### config.mk
export PLATFORM = sky130hd
export DESIGN_NAME = proportional_text_layout_unit_flat
export DESIGN_NICKNAME = d
export VERILOG_FILES = /design/src/rtl/ptl_pkg.sv /design/src/rtl/ptl_in_if.sv /design/src/rtl/ptl_out_if.sv /design/src/rtl/ptl_cfg_if.sv /design/src/rtl/ptl_datapath.sv /design/src/rtl/ptl_ctrl.sv /design/src/rtl/proportional_text_layout_unit.sv /design/src/flat_wrapper.sv
export SDC_FILE = /design/constraint.sdc
export NUM_CORES = 2
export LEC_CHECK = 0
export BUFFER_PORTS_ARGS = -buffer_cell sky130_fd_sc_hd__buf_2
export CAP_MARGIN = 20
export CORE_ASPECT_RATIO = 2
export CORE_MARGIN = 3
export CORE_UTILIZATION = 35
export DETAILED_ROUTE_END_ITERATION = 10
export GPL_TIMING_DRIVEN = 0
export SLEW_MARGIN = 20
export SYNTH_ARGS = -nofsm -noshare
export SYNTH_HDL_FRONTEND = slang
export SYNTH_SLANG_ARGS = --single-unit
### constraint.sdc
create_clock -name clk_i -period 20.8 [get_ports clk_i]
set_input_delay 5.2 -clock clk_i [delete_from_list [all_inputs] [get_ports clk_i]]
set_output_delay 5.2 -clock clk_i [all_outputs]
set_load 0.005 [all_outputs]
### src/rtl/ptl_pkg.sv
package ptl_pkg;

  // Default width table size
  localparam int unsigned TableDepth = 256;

  // Configuration port geometry
  localparam int unsigned CfgIdxW  = 2;
  localparam int unsigned CfgDataW = 8;

  // Register reset values
  localparam logic [7:0] FirstSymbolRst  = 8'd32;
  localparam logic [5:0] FontHeightRst   = 6'd8;
  localparam logic [7:0] DisplayWidthRst = 8'd84;

  // Item actions
  typedef enum logic [1:0] {
    ACT_LOAD  = 2'd0,
    ACT_START = 2'd1,
    ACT_PLACE = 2'd2
  } action_e;

  // Configuration register indexes
  typedef enum logic [CfgIdxW-1:0] {
    CFG_FIRST_SYMBOL  = 2'd0,
    CFG_FONT_HEIGHT   = 2'd1,
    CFG_DISPLAY_WIDTH = 2'd2
  } cfg_reg_e;

  // Input word
  typedef struct packed {
    logic [1:0] action;
    logic [7:0] entry_index;
    logic [7:0] entry_width;
    logic [7:0] start_x;
    logic [7:0] start_y;
    logic [7:0] draw_color;
    logic [7:0] symbol;
  } in_item_t;

  // Draw command word
  typedef struct packed {
    logic [7:0]  glyph_x;
    logic [7:0]  glyph_y;
    logic [15:0] glyph_offset;
    logic [7:0]  glyph_width;
    logic [7:0]  color_out;
    logic [7:0]  end_column;
  } out_item_t;

  // Controller to datapath
  typedef struct packed {
    logic load_wr;
    logic set_cursor;
    logic begin_place;
    logic walk;
    logic place;
  } ctrl_cmd_t;

  // Datapath to controller
  typedef struct packed {
    logic walk_done;
    logic out_stall;
  } dp_status_t;

endpackage

### src/rtl/ptl_in_if.sv
interface ptl_in_if;
  import ptl_pkg::*;

  logic     valid;
  logic     ready;
  in_item_t payload;

  modport source (output valid, output payload, input ready);
  modport sink   (input valid, input payload, output ready);
endinterface

### src/rtl/ptl_out_if.sv
interface ptl_out_if;
  import ptl_pkg::*;

  logic      valid;
  logic      ready;
  out_item_t payload;

  modport source (output valid, output payload, input ready);
  modport sink   (input valid, input payload, output ready);
endinterface

### src/rtl/ptl_cfg_if.sv
interface ptl_cfg_if;
  import ptl_pkg::*;

  logic                valid;
  logic                ready;
  logic [CfgIdxW-1:0]  index;
  logic [CfgDataW-1:0] data;

  modport source (output valid, output index, output data, input ready);
  modport sink   (input valid, input index, input data, output ready);
endinterface

### src/rtl/ptl_datapath.sv
module ptl_datapath #(
  parameter int unsigned TABLE_DEPTH = ptl_pkg::TableDepth
) (
  input  logic                          clk_i,
  input  logic                          rst_ni,
  input  ptl_pkg::ctrl_cmd_t            cmd_i,
  output ptl_pkg::dp_status_t           status_o,
  input  ptl_pkg::in_item_t             item_i,
  input  logic                          cfg_valid_i,
  input  logic [ptl_pkg::CfgIdxW-1:0]   cfg_index_i,
  input  logic [ptl_pkg::CfgDataW-1:0]  cfg_data_i,
  output logic                          out_valid_o,
  input  logic                          out_ready_i,
  output ptl_pkg::out_item_t            out_item_o
);
  import ptl_pkg::*;

  localparam int unsigned IdxW = (TABLE_DEPTH > 1) ? $clog2(TABLE_DEPTH) : 1;

  // Width table
  logic [7:0] table_mem [TABLE_DEPTH];
  logic [7:0] rd_data_q;

  // Configuration
  logic [7:0] first_sym_q;
  logic [5:0] font_h_q;
  logic [7:0] disp_w_q;

  // Cursor state
  logic [7:0] cur_x_q, cur_y_q, color_q;

  // Walk control
  logic [7:0] cnt_q;
  logic       issued_all_q;
  logic       pend_q, pend_last_q, pend_ok_q;
  logic       below_q;
  logic [7:0] diff_q;

  // Walk payload
  logic [15:0] acc_q;
  logic [7:0]  width_q;

  // Result register
  logic      out_valid_q;
  out_item_t out_item_q;

  logic       load_in_range, cnt_in_range;
  logic [7:0] pend_val;

  assign load_in_range = {1'b0, item_i.entry_index} < 9'(TABLE_DEPTH);
  assign cnt_in_range  = {1'b0, cnt_q} < 9'(TABLE_DEPTH);
  assign pend_val      = pend_ok_q ? rd_data_q : 8'd0;

  // Table write and registered read
  always_ff @(posedge clk_i) begin
    if (cmd_i.load_wr && load_in_range) begin
      table_mem[item_i.entry_index[IdxW-1:0]] <= item_i.entry_width;
    end
    rd_data_q <= table_mem[cnt_q[IdxW-1:0]];
  end

  // Configuration registers
  always_ff @(posedge clk_i or negedge rst_ni) begin
    if (!rst_ni) begin
      first_sym_q <= FirstSymbolRst;
      font_h_q    <= FontHeightRst;
      disp_w_q    <= DisplayWidthRst;
    end else if (cfg_valid_i) begin
      case (cfg_index_i)
        CFG_FIRST_SYMBOL:  first_sym_q <= cfg_data_i[7:0];
        CFG_FONT_HEIGHT:   font_h_q    <= cfg_data_i[5:0];
        CFG_DISPLAY_WIDTH: disp_w_q    <= cfg_data_i[7:0];
        default: ;
      endcase
    end
  end

  // Cursor update and wrap tests for a place
  logic [8:0] reach1;
  logic       wrap1, wrap2;
  logic [7:0] step_y, x1, y1, x2, x3, y3, end_col;

  always_comb begin
    step_y  = 8'({2'b00, font_h_q}) + 8'd1;
    reach1  = {1'b0, cur_x_q} + {1'b0, width_q};
    wrap1   = reach1 > {1'b0, disp_w_q};
    x1      = wrap1 ? 8'd0 : cur_x_q;
    y1      = wrap1 ? cur_y_q + step_y : cur_y_q;
    x2      = x1 + width_q + 8'd1;
    wrap2   = x2 > disp_w_q;
    x3      = wrap2 ? 8'd0 : x2;
    y3      = wrap2 ? y1 + step_y : y1;
    end_col = x3 - 8'd1;
  end

  // Cursor, walk control and result valid
  always_ff @(posedge clk_i or negedge rst_ni) begin
    if (!rst_ni) begin
      cur_x_q      <= '0;
      cur_y_q      <= '0;
      color_q      <= '0;
      cnt_q        <= '0;
      issued_all_q <= 1'b0;
      pend_q       <= 1'b0;
      pend_last_q  <= 1'b0;
      pend_ok_q    <= 1'b0;
      below_q      <= 1'b0;
      out_valid_q  <= 1'b0;
    end else begin
      if (cmd_i.set_cursor) begin
        cur_x_q <= item_i.start_x;
        cur_y_q <= item_i.start_y;
        color_q <= item_i.draw_color;
      end else if (cmd_i.place) begin
        cur_x_q <= x3;
        cur_y_q <= y3;
      end

      if (cmd_i.begin_place) begin
        cnt_q        <= '0;
        issued_all_q <= 1'b0;
        pend_q       <= 1'b0;
        below_q      <= item_i.symbol < first_sym_q;
      end else if (cmd_i.walk) begin
        // one table read issued per cycle, indexes 0 up to diff
        if (!issued_all_q && !below_q) begin
          pend_q       <= 1'b1;
          pend_last_q  <= cnt_q == diff_q;
          pend_ok_q    <= cnt_in_range;
          issued_all_q <= cnt_q == diff_q;
          cnt_q        <= cnt_q + 8'd1;
        end else begin
          pend_q <= 1'b0;
        end
      end

      if (cmd_i.place) begin
        out_valid_q <= 1'b1;
      end else if (out_ready_i) begin
        out_valid_q <= 1'b0;
      end
    end
  end

  // Offset sum, glyph width and result word
  always_ff @(posedge clk_i) begin
    if (cmd_i.begin_place) begin
      diff_q  <= item_i.symbol - first_sym_q;
      acc_q   <= '0;
      width_q <= '0;
    end else if (cmd_i.walk && pend_q && !below_q) begin
      if (pend_last_q) begin
        width_q <= pend_val;
      end else begin
        acc_q <= acc_q + {8'd0, pend_val};
      end
    end

    if (cmd_i.place) begin
      out_item_q.glyph_x      <= x1;
      out_item_q.glyph_y      <= y1;
      out_item_q.glyph_offset <= acc_q;
      out_item_q.glyph_width  <= width_q;
      out_item_q.color_out    <= color_q;
      out_item_q.end_column   <= end_col;
    end
  end

  assign status_o.walk_done = below_q || (pend_q && pend_last_q);
  assign status_o.out_stall = out_valid_q && !out_ready_i;
  assign out_valid_o        = out_valid_q;
  assign out_item_o         = out_item_q;

endmodule

### src/rtl/ptl_ctrl.sv
module ptl_ctrl (
  input  logic                clk_i,
  input  logic                rst_ni,
  input  logic                in_valid_i,
  input  logic [1:0]          in_action_i,
  output logic                in_ready_o,
  input  ptl_pkg::dp_status_t status_i,
  output ptl_pkg::ctrl_cmd_t  cmd_o
);
  import ptl_pkg::*;

  typedef enum logic [1:0] {
    ST_IDLE,
    ST_SUM,
    ST_PLACE
  } state_e;

  state_e state_q;

  // Command decode
  always_comb begin
    cmd_o      = '0;
    in_ready_o = state_q == ST_IDLE;
    case (state_q)
      ST_IDLE: begin
        if (in_valid_i) begin
          case (in_action_i)
            ACT_LOAD:  cmd_o.load_wr     = 1'b1;
            ACT_START: cmd_o.set_cursor  = 1'b1;
            ACT_PLACE: cmd_o.begin_place = 1'b1;
            default: ;
          endcase
        end
      end
      ST_SUM:   cmd_o.walk  = 1'b1;
      ST_PLACE: cmd_o.place = !status_i.out_stall;
      default: ;
    endcase
  end

  // State register
  always_ff @(posedge clk_i or negedge rst_ni) begin
    if (!rst_ni) begin
      state_q <= ST_IDLE;
    end else begin
      case (state_q)
        ST_IDLE: begin
          if (in_valid_i && in_action_i == ACT_PLACE) begin
            state_q <= ST_SUM;
          end
        end
        ST_SUM: begin
          if (status_i.walk_done) begin
            state_q <= ST_PLACE;
          end
        end
        ST_PLACE: begin
          if (!status_i.out_stall) begin
            state_q <= ST_IDLE;
          end
        end
        default: state_q <= ST_IDLE;
      endcase
    end
  end

  // A waiting result is never overwritten
  assert property (@(posedge clk_i) disable iff (!rst_ni)
    cmd_o.place |-> !status_i.out_stall)
    else $error("place issued while result word stalled");

  // Commands are exclusive
  assert property (@(posedge clk_i) disable iff (!rst_ni)
    $onehot0({cmd_o.load_wr, cmd_o.set_cursor, cmd_o.begin_place, cmd_o.walk, cmd_o.place}))
    else $error("more than one datapath command");

  // No input taken while a character is in work
  assert property (@(posedge clk_i) disable iff (!rst_ni)
    in_ready_o |-> !cmd_o.walk && !cmd_o.place)
    else $error("input ready during character work");

  // Walk ends in a place
  assert property (@(posedge clk_i) disable iff (!rst_ni)
    (state_q == ST_SUM && status_i.walk_done) |=> cmd_o.place || status_i.out_stall)
    else $error("walk finished without place");

endmodule

### src/rtl/proportional_text_layout_unit.sv
// Proportional-font text layout unit.
// Input channel in_i carries one word per item: load a glyph width into the
// table, start a string (cursor x, y and colour), or place one character.
// Output channel out_o carries one draw command per placed character; loads
// and starts give no output. Configuration words on cfg_i set the first
// symbol, font height and display width; they are always accepted and must
// be written only while the unit is idle.
// Load and start words complete in the cycle they are accepted. A place word
// blocks the next word until its draw command is registered; a symbol below
// the first one skips the walk. After the walk ends, the controller enters
// its place state and the draw command is registered in the output register.
// The walk reads one width table entry per cycle through its read port.
// Reset clears the cursor and colour to zero and loads the register reset
// values; the width table holds no defined contents until loaded.
// While the receiver stalls, the draw command is held in the output
// register; further loads and starts are taken, and a following place
// waits only at its final step.
module proportional_text_layout_unit #(
  parameter int unsigned TABLE_DEPTH = ptl_pkg::TableDepth
) (
  input logic       clk_i,
  input logic       rst_ni,
  ptl_in_if.sink    in_i,
  ptl_out_if.source out_o,
  ptl_cfg_if.sink   cfg_i
);
  import ptl_pkg::*;

  ctrl_cmd_t  cmd;
  dp_status_t status;

  assign cfg_i.ready = 1'b1;

  ptl_ctrl u_ctrl (
    .clk_i       (clk_i),
    .rst_ni      (rst_ni),
    .in_valid_i  (in_i.valid),
    .in_action_i (in_i.payload.action),
    .in_ready_o  (in_i.ready),
    .status_i    (status),
    .cmd_o       (cmd)
  );

  ptl_datapath #(
    .TABLE_DEPTH (TABLE_DEPTH)
  ) u_datapath (
    .clk_i       (clk_i),
    .rst_ni      (rst_ni),
    .cmd_i       (cmd),
    .status_o    (status),
    .item_i      (in_i.payload),
    .cfg_valid_i (cfg_i.valid),
    .cfg_index_i (cfg_i.index),
    .cfg_data_i  (cfg_i.data),
    .out_valid_o (out_o.valid),
    .out_ready_i (out_o.ready),
    .out_item_o  (out_o.payload)
  );

endmodule
### src/flat_wrapper.sv
// flat-port wrapper written by rule: the top's interface ports become plain ports
module proportional_text_layout_unit_flat import ptl_pkg::*;
#(
  parameter int unsigned TABLE_DEPTH = ptl_pkg::TableDepth
)
  (clk_i, rst_ni, in_i_valid, in_i_payload, in_i_ready, out_o_valid, out_o_payload, out_o_ready, cfg_i_valid, cfg_i_index, cfg_i_data, cfg_i_ready);
  ptl_in_if in_i_i ();
  ptl_out_if out_o_i ();
  ptl_cfg_if cfg_i_i ();
  input logic clk_i;
  input logic rst_ni;
  input wire logic [$bits(in_i_i.valid)-1:0] in_i_valid;
  input wire logic [$bits(in_i_i.payload)-1:0] in_i_payload;
  output wire logic [$bits(in_i_i.ready)-1:0] in_i_ready;
  output wire logic [$bits(out_o_i.valid)-1:0] out_o_valid;
  output wire logic [$bits(out_o_i.payload)-1:0] out_o_payload;
  input wire logic [$bits(out_o_i.ready)-1:0] out_o_ready;
  input wire logic [$bits(cfg_i_i.valid)-1:0] cfg_i_valid;
  input wire logic [$bits(cfg_i_i.index)-1:0] cfg_i_index;
  input wire logic [$bits(cfg_i_i.data)-1:0] cfg_i_data;
  output wire logic [$bits(cfg_i_i.ready)-1:0] cfg_i_ready;
  assign in_i_i.valid = in_i_valid;
  assign in_i_i.payload = in_i_payload;
  assign in_i_ready = in_i_i.ready;
  assign out_o_valid = out_o_i.valid;
  assign out_o_payload = out_o_i.payload;
  assign out_o_i.ready = out_o_ready;
  assign cfg_i_i.valid = cfg_i_valid;
  assign cfg_i_i.index = cfg_i_index;
  assign cfg_i_i.data = cfg_i_data;
  assign cfg_i_ready = cfg_i_i.ready;
  proportional_text_layout_unit #(.TABLE_DEPTH(TABLE_DEPTH)) u_core (.clk_i(clk_i), .rst_ni(rst_ni), .in_i(in_i_i), .out_o(out_o_i), .cfg_i(cfg_i_i));
endmodule
==> run_results.csv <==
group,metric,value,unit
worst_setup_path,crit_type,"flop to flop",
drt,remaining_drc_errors,0,
power,power_density,135.0,nW/um^2
die,rows,259,
worst_setup_path,crit_arrival,9.72,ns
logic_synthesis,synth-async-reset-ratio,0.02811,
logic_synthesis,ys_ff_latch,2206,
power,peakVddDrop,0.00008055,V
worst_setup_path,start_kind,"flop",
die,die_h,713.6,um
logic_synthesis,synth-main-ff-cell,"edfxtp_1",
grt,antenna_found_initial,48,
power,seq_power_share,0.371,
grt,grt_pass1_wl,499100,um
logic_synthesis,syn_inst,4540,
clock_tree,clockBufferDepth,4,
worst_setup_path,r2r_end,"u_core.u_datapath.out_item_o[4]$_DFFE_PP_",
outcome,status,"finished, final reports clean",
clock_tree,cts_tree,"built",
worst_setup_path,cp.required,21.43,ns
layout,area_growth,14.59,%
clock_tree,cts.clk_slew.worst_paths,0.08,ns
layout,nFillCells,22140,
die,dieArea,256800,um^2
hold_path,worstHoldEndpoint,"u_core.u_datapath.out_item_o[15]$_DFFE_PP_",
placed_design,gp_congestion,1.076,
grt,overflow,0,
clock_tree,cts_root_buffer,"clkbuf_16",
power,pwr-share-clk,0.259,
timing,hold_viol,0,
clock_tree,cts_buffers,185,
hold_path,min_path_cells,0,
timing,fmax,0.1100,GHz
timing,slew_viol_final,0,
layout,fin_area,100400,um^2
power,p_sw,5241,uW
worst_setup_path,crit_path_frequent_cell,"ha_1",
clock_tree,cts_resized,0,
power,p_int,8315,uW
timing,tns,0,ns
flow_run,maxCapViolCount,0,
clock_tree,clock_latency,0.91,ns
timing,fin_skew,0.04792,ns
timing,rsz0062_at_grt,"no",
placed_design,place_area,94470,um^2
drt,antenna_left,0,
logic_synthesis,synth_top_area_cell,"edfxtp_1",
power,leakagePower,0.03187,uW
logic_synthesis,synth_area,87630,um^2
die,ios,124,
grt,grt_max_degree,125,
logic_synthesis,synth_seq_area_share,0.7488,
clock_tree,htree_levels,4,
layout,seqCellArea,65620,um^2
drt,wl_per_cell,46.15,um
worst_setup_path,r2r_slack,11.71,ns
die,core_area,248900,um^2
timing,slew_headroom,0.08740,
hold_path,hp-start,"u_core.u_datapath.color_q[7]$_DFFE_PN0P_",
die,die_w,359.8,um
logic_synthesis,synth-edff-count,2112,
power,comb_power_share,0.370,
layout,nets,5071,
drt,first_iter_violations,8227,
logic_synthesis,ys_warn_count,0,
drt,dr_total_vias,52470,
placed_design,hpwl,268200,um
grt,grt_pass1_vias,50650,
timing,tightest_slew,1.369,ns
worst_setup_path,r2r_cells,35,
timing,finalSetupViolations,0,
logic_synthesis,syn_nets,4675,
timing,finalCritPeriodShare,0.4369,
logic_synthesis,synthTopCellsByArea,"edfxtp_1, mux4_2, mux2i_1",
timing,finalCriticalPeriod,9.087,ns
drt,wl,386700,um
logic_synthesis,ys_types,77,
clock_tree,post_cts_buffers,0,
layout,largest_register_ffs,2048,
power,swShare,0.3866,
worst_setup_path,r2r-start,"u_core.u_datapath.width_q[0]$_SDFFE_PP0P_",
hold_path,hold_class,"flop to flop",
drt,vias_per_cell,6.263,
placed_design,port_buffers,122,
layout,multiInputGateArea,20430,um^2
worst_setup_path,crit_fanout,10,
die,start_util,0.3521,
logic_synthesis,synth_area_per_cell,19.30,um^2
grt,groute.usage.overall,0.2989,
clock_tree,hold_buffers,0,
layout,final_common_cell,"edfxtp_1",
worst_setup_path,crit_slowest_cell,"a31oi_2",
timing,hold_slack,0.4529,ns
drt,dr.pass1.iters,8,
layout,mostFrequentLayoutCells,"edfxtp_1, mux4_2, nor2_1",
worst_setup_path,critPathMaxStageDelay,0.60,ns
logic_synthesis,synth_top_area_frac,0.7237,
worst_setup_path,crit_path_end_kind,"flop",
clock_tree,cts.sinks,2206,
layout,drive_gt1_frac,0.2371,
[how the worst max path moves through the flow]
stage	cells past startpoint	end	slack [ns]	startpoint
after floorplan	7	u_core.u_datapath.cur_y_q[6]$_DFFE_PN0P_	13.11	out_o_ready
after global placement	1	u_core.u_datapath.table_mem[254][5]$_DFFE_PP_	11.09	in_i_payload[37]
after detailed placement	7	u_core.u_datapath.table_mem[186][7]$_DFFE_PP_	11.58	in_i_payload[48]
after CTS	35	u_core.u_datapath.out_item_o[6]$_DFFE_PP_	11.73	u_core.u_datapath.width_q[0]$_SDFFE_PP0P_
after global routing	35	u_core.u_datapath.out_item_o[4]$_DFFE_PP_	11.26	u_core.u_datapath.width_q[0]$_SDFFE_PP0P_
final	35	u_core.u_datapath.out_item_o[4]$_DFFE_PP_	11.71	u_core.u_datapath.width_q[0]$_SDFFE_PP0P_
[metal layers]
| metal | vias up | wire [um] | global-route usage |
|---|---|---|---|
| li1 | 19300 | - | - |
| met1 | 27050 | 107100 | 0.2828 |
| met4 | 16 | 54880 | 0.3421 |
| met3 | 1700 | 40380 | 0.09293 |
| met2 | 4408 | 184200 | 0.4829 |
| met5 | - | 124 | 0.0001867 |
[cell families after synthesis]
kind of cell | synth area share
buf+inv | 0.01939
fa+ha+maj | 0.01051
compound gates | 0.04179
other cells | 0.00004279
xor+xnor | 0.004897
mux | 0.1389
flops | 0.7488
simple gates | 0.03567
[worst max-delay path: cells and delay by family, from the launching register on]
family	cells	cell delay, ns
simple gates	9	1.75
compound gates	12	2.93
fa+ha+maj	6	1.74
flops	1	0.47
buf+inv	5	1.22
xor+xnor	3	0.69
[cells in the mapped netlist, types with 10 or more instances]
library cell,n
nand2_1,146
nor2b_1,36
inv_1,54
a211oi_1,26
nor2_1,344
a21oi_1,104
a21o_1,10
nor4_1,13
mux4_2,436
buf_4,17
o22ai_1,29
xor2_1,19
o211ai_1,10
clkbuf_1,122
and3_1,12
and2_1,18
dfxtp_1,32
mux2i_1,192
edfxtp_1,2112
nand4_1,14
a22oi_1,120
buf_6,43
o21ai_0,85
nor3_1,24
a31oi_1,23
ha_1,64
a221oi_1,29
buf_2,47
nand3_1,57
dfrtp_1,57
xnor2_1,30
a22o_1,12
nand2b_1,20
o221ai_1,25
mux2_2,38
[final cells by class]
| cell class | instances | area share |
|---|---|---|
| plain buffers | 245 | 0.01586 |
| clock inverters | 107 | 0.009308 |
| flip-flops and latches | 2206 | 0.6535 |
| inverters | 58 | 0.002193 |
| repair buffers | 209 | 0.02587 |
| multi-input cells | 2031 | 0.2035 |
| well taps | 3262 | 0.04065 |
| clock buffers | 218 | 0.04806 |
| diodes | 42 | 0.001047 |
[per-stage QoR]
stage	util	cells	power, uW	setup slack [ns]
CTS	0.4027	8332	13260	11.73
finish	0.4035	8378	13560	11.71
global route	0.4031	8342	13650	11.26
detailed placement	0.3796	8007	9850	11.58
floorplan	-	4540	7283	13.11
global placement	0.3709	7924	9679	11.09
[power groups by stage]
stage	Combinational (uW)	Clock (uW)	Sequential [uW]
after CTS	4730	3500	5030
final	5020	3510	5030
after global placement	4540	0	5140
after floorplan	2170	0	5110
after global routing	4950	3660	5030
after detailed placement	4720	0	5130
No activity file was read; power rests on OpenSTA's default activity.
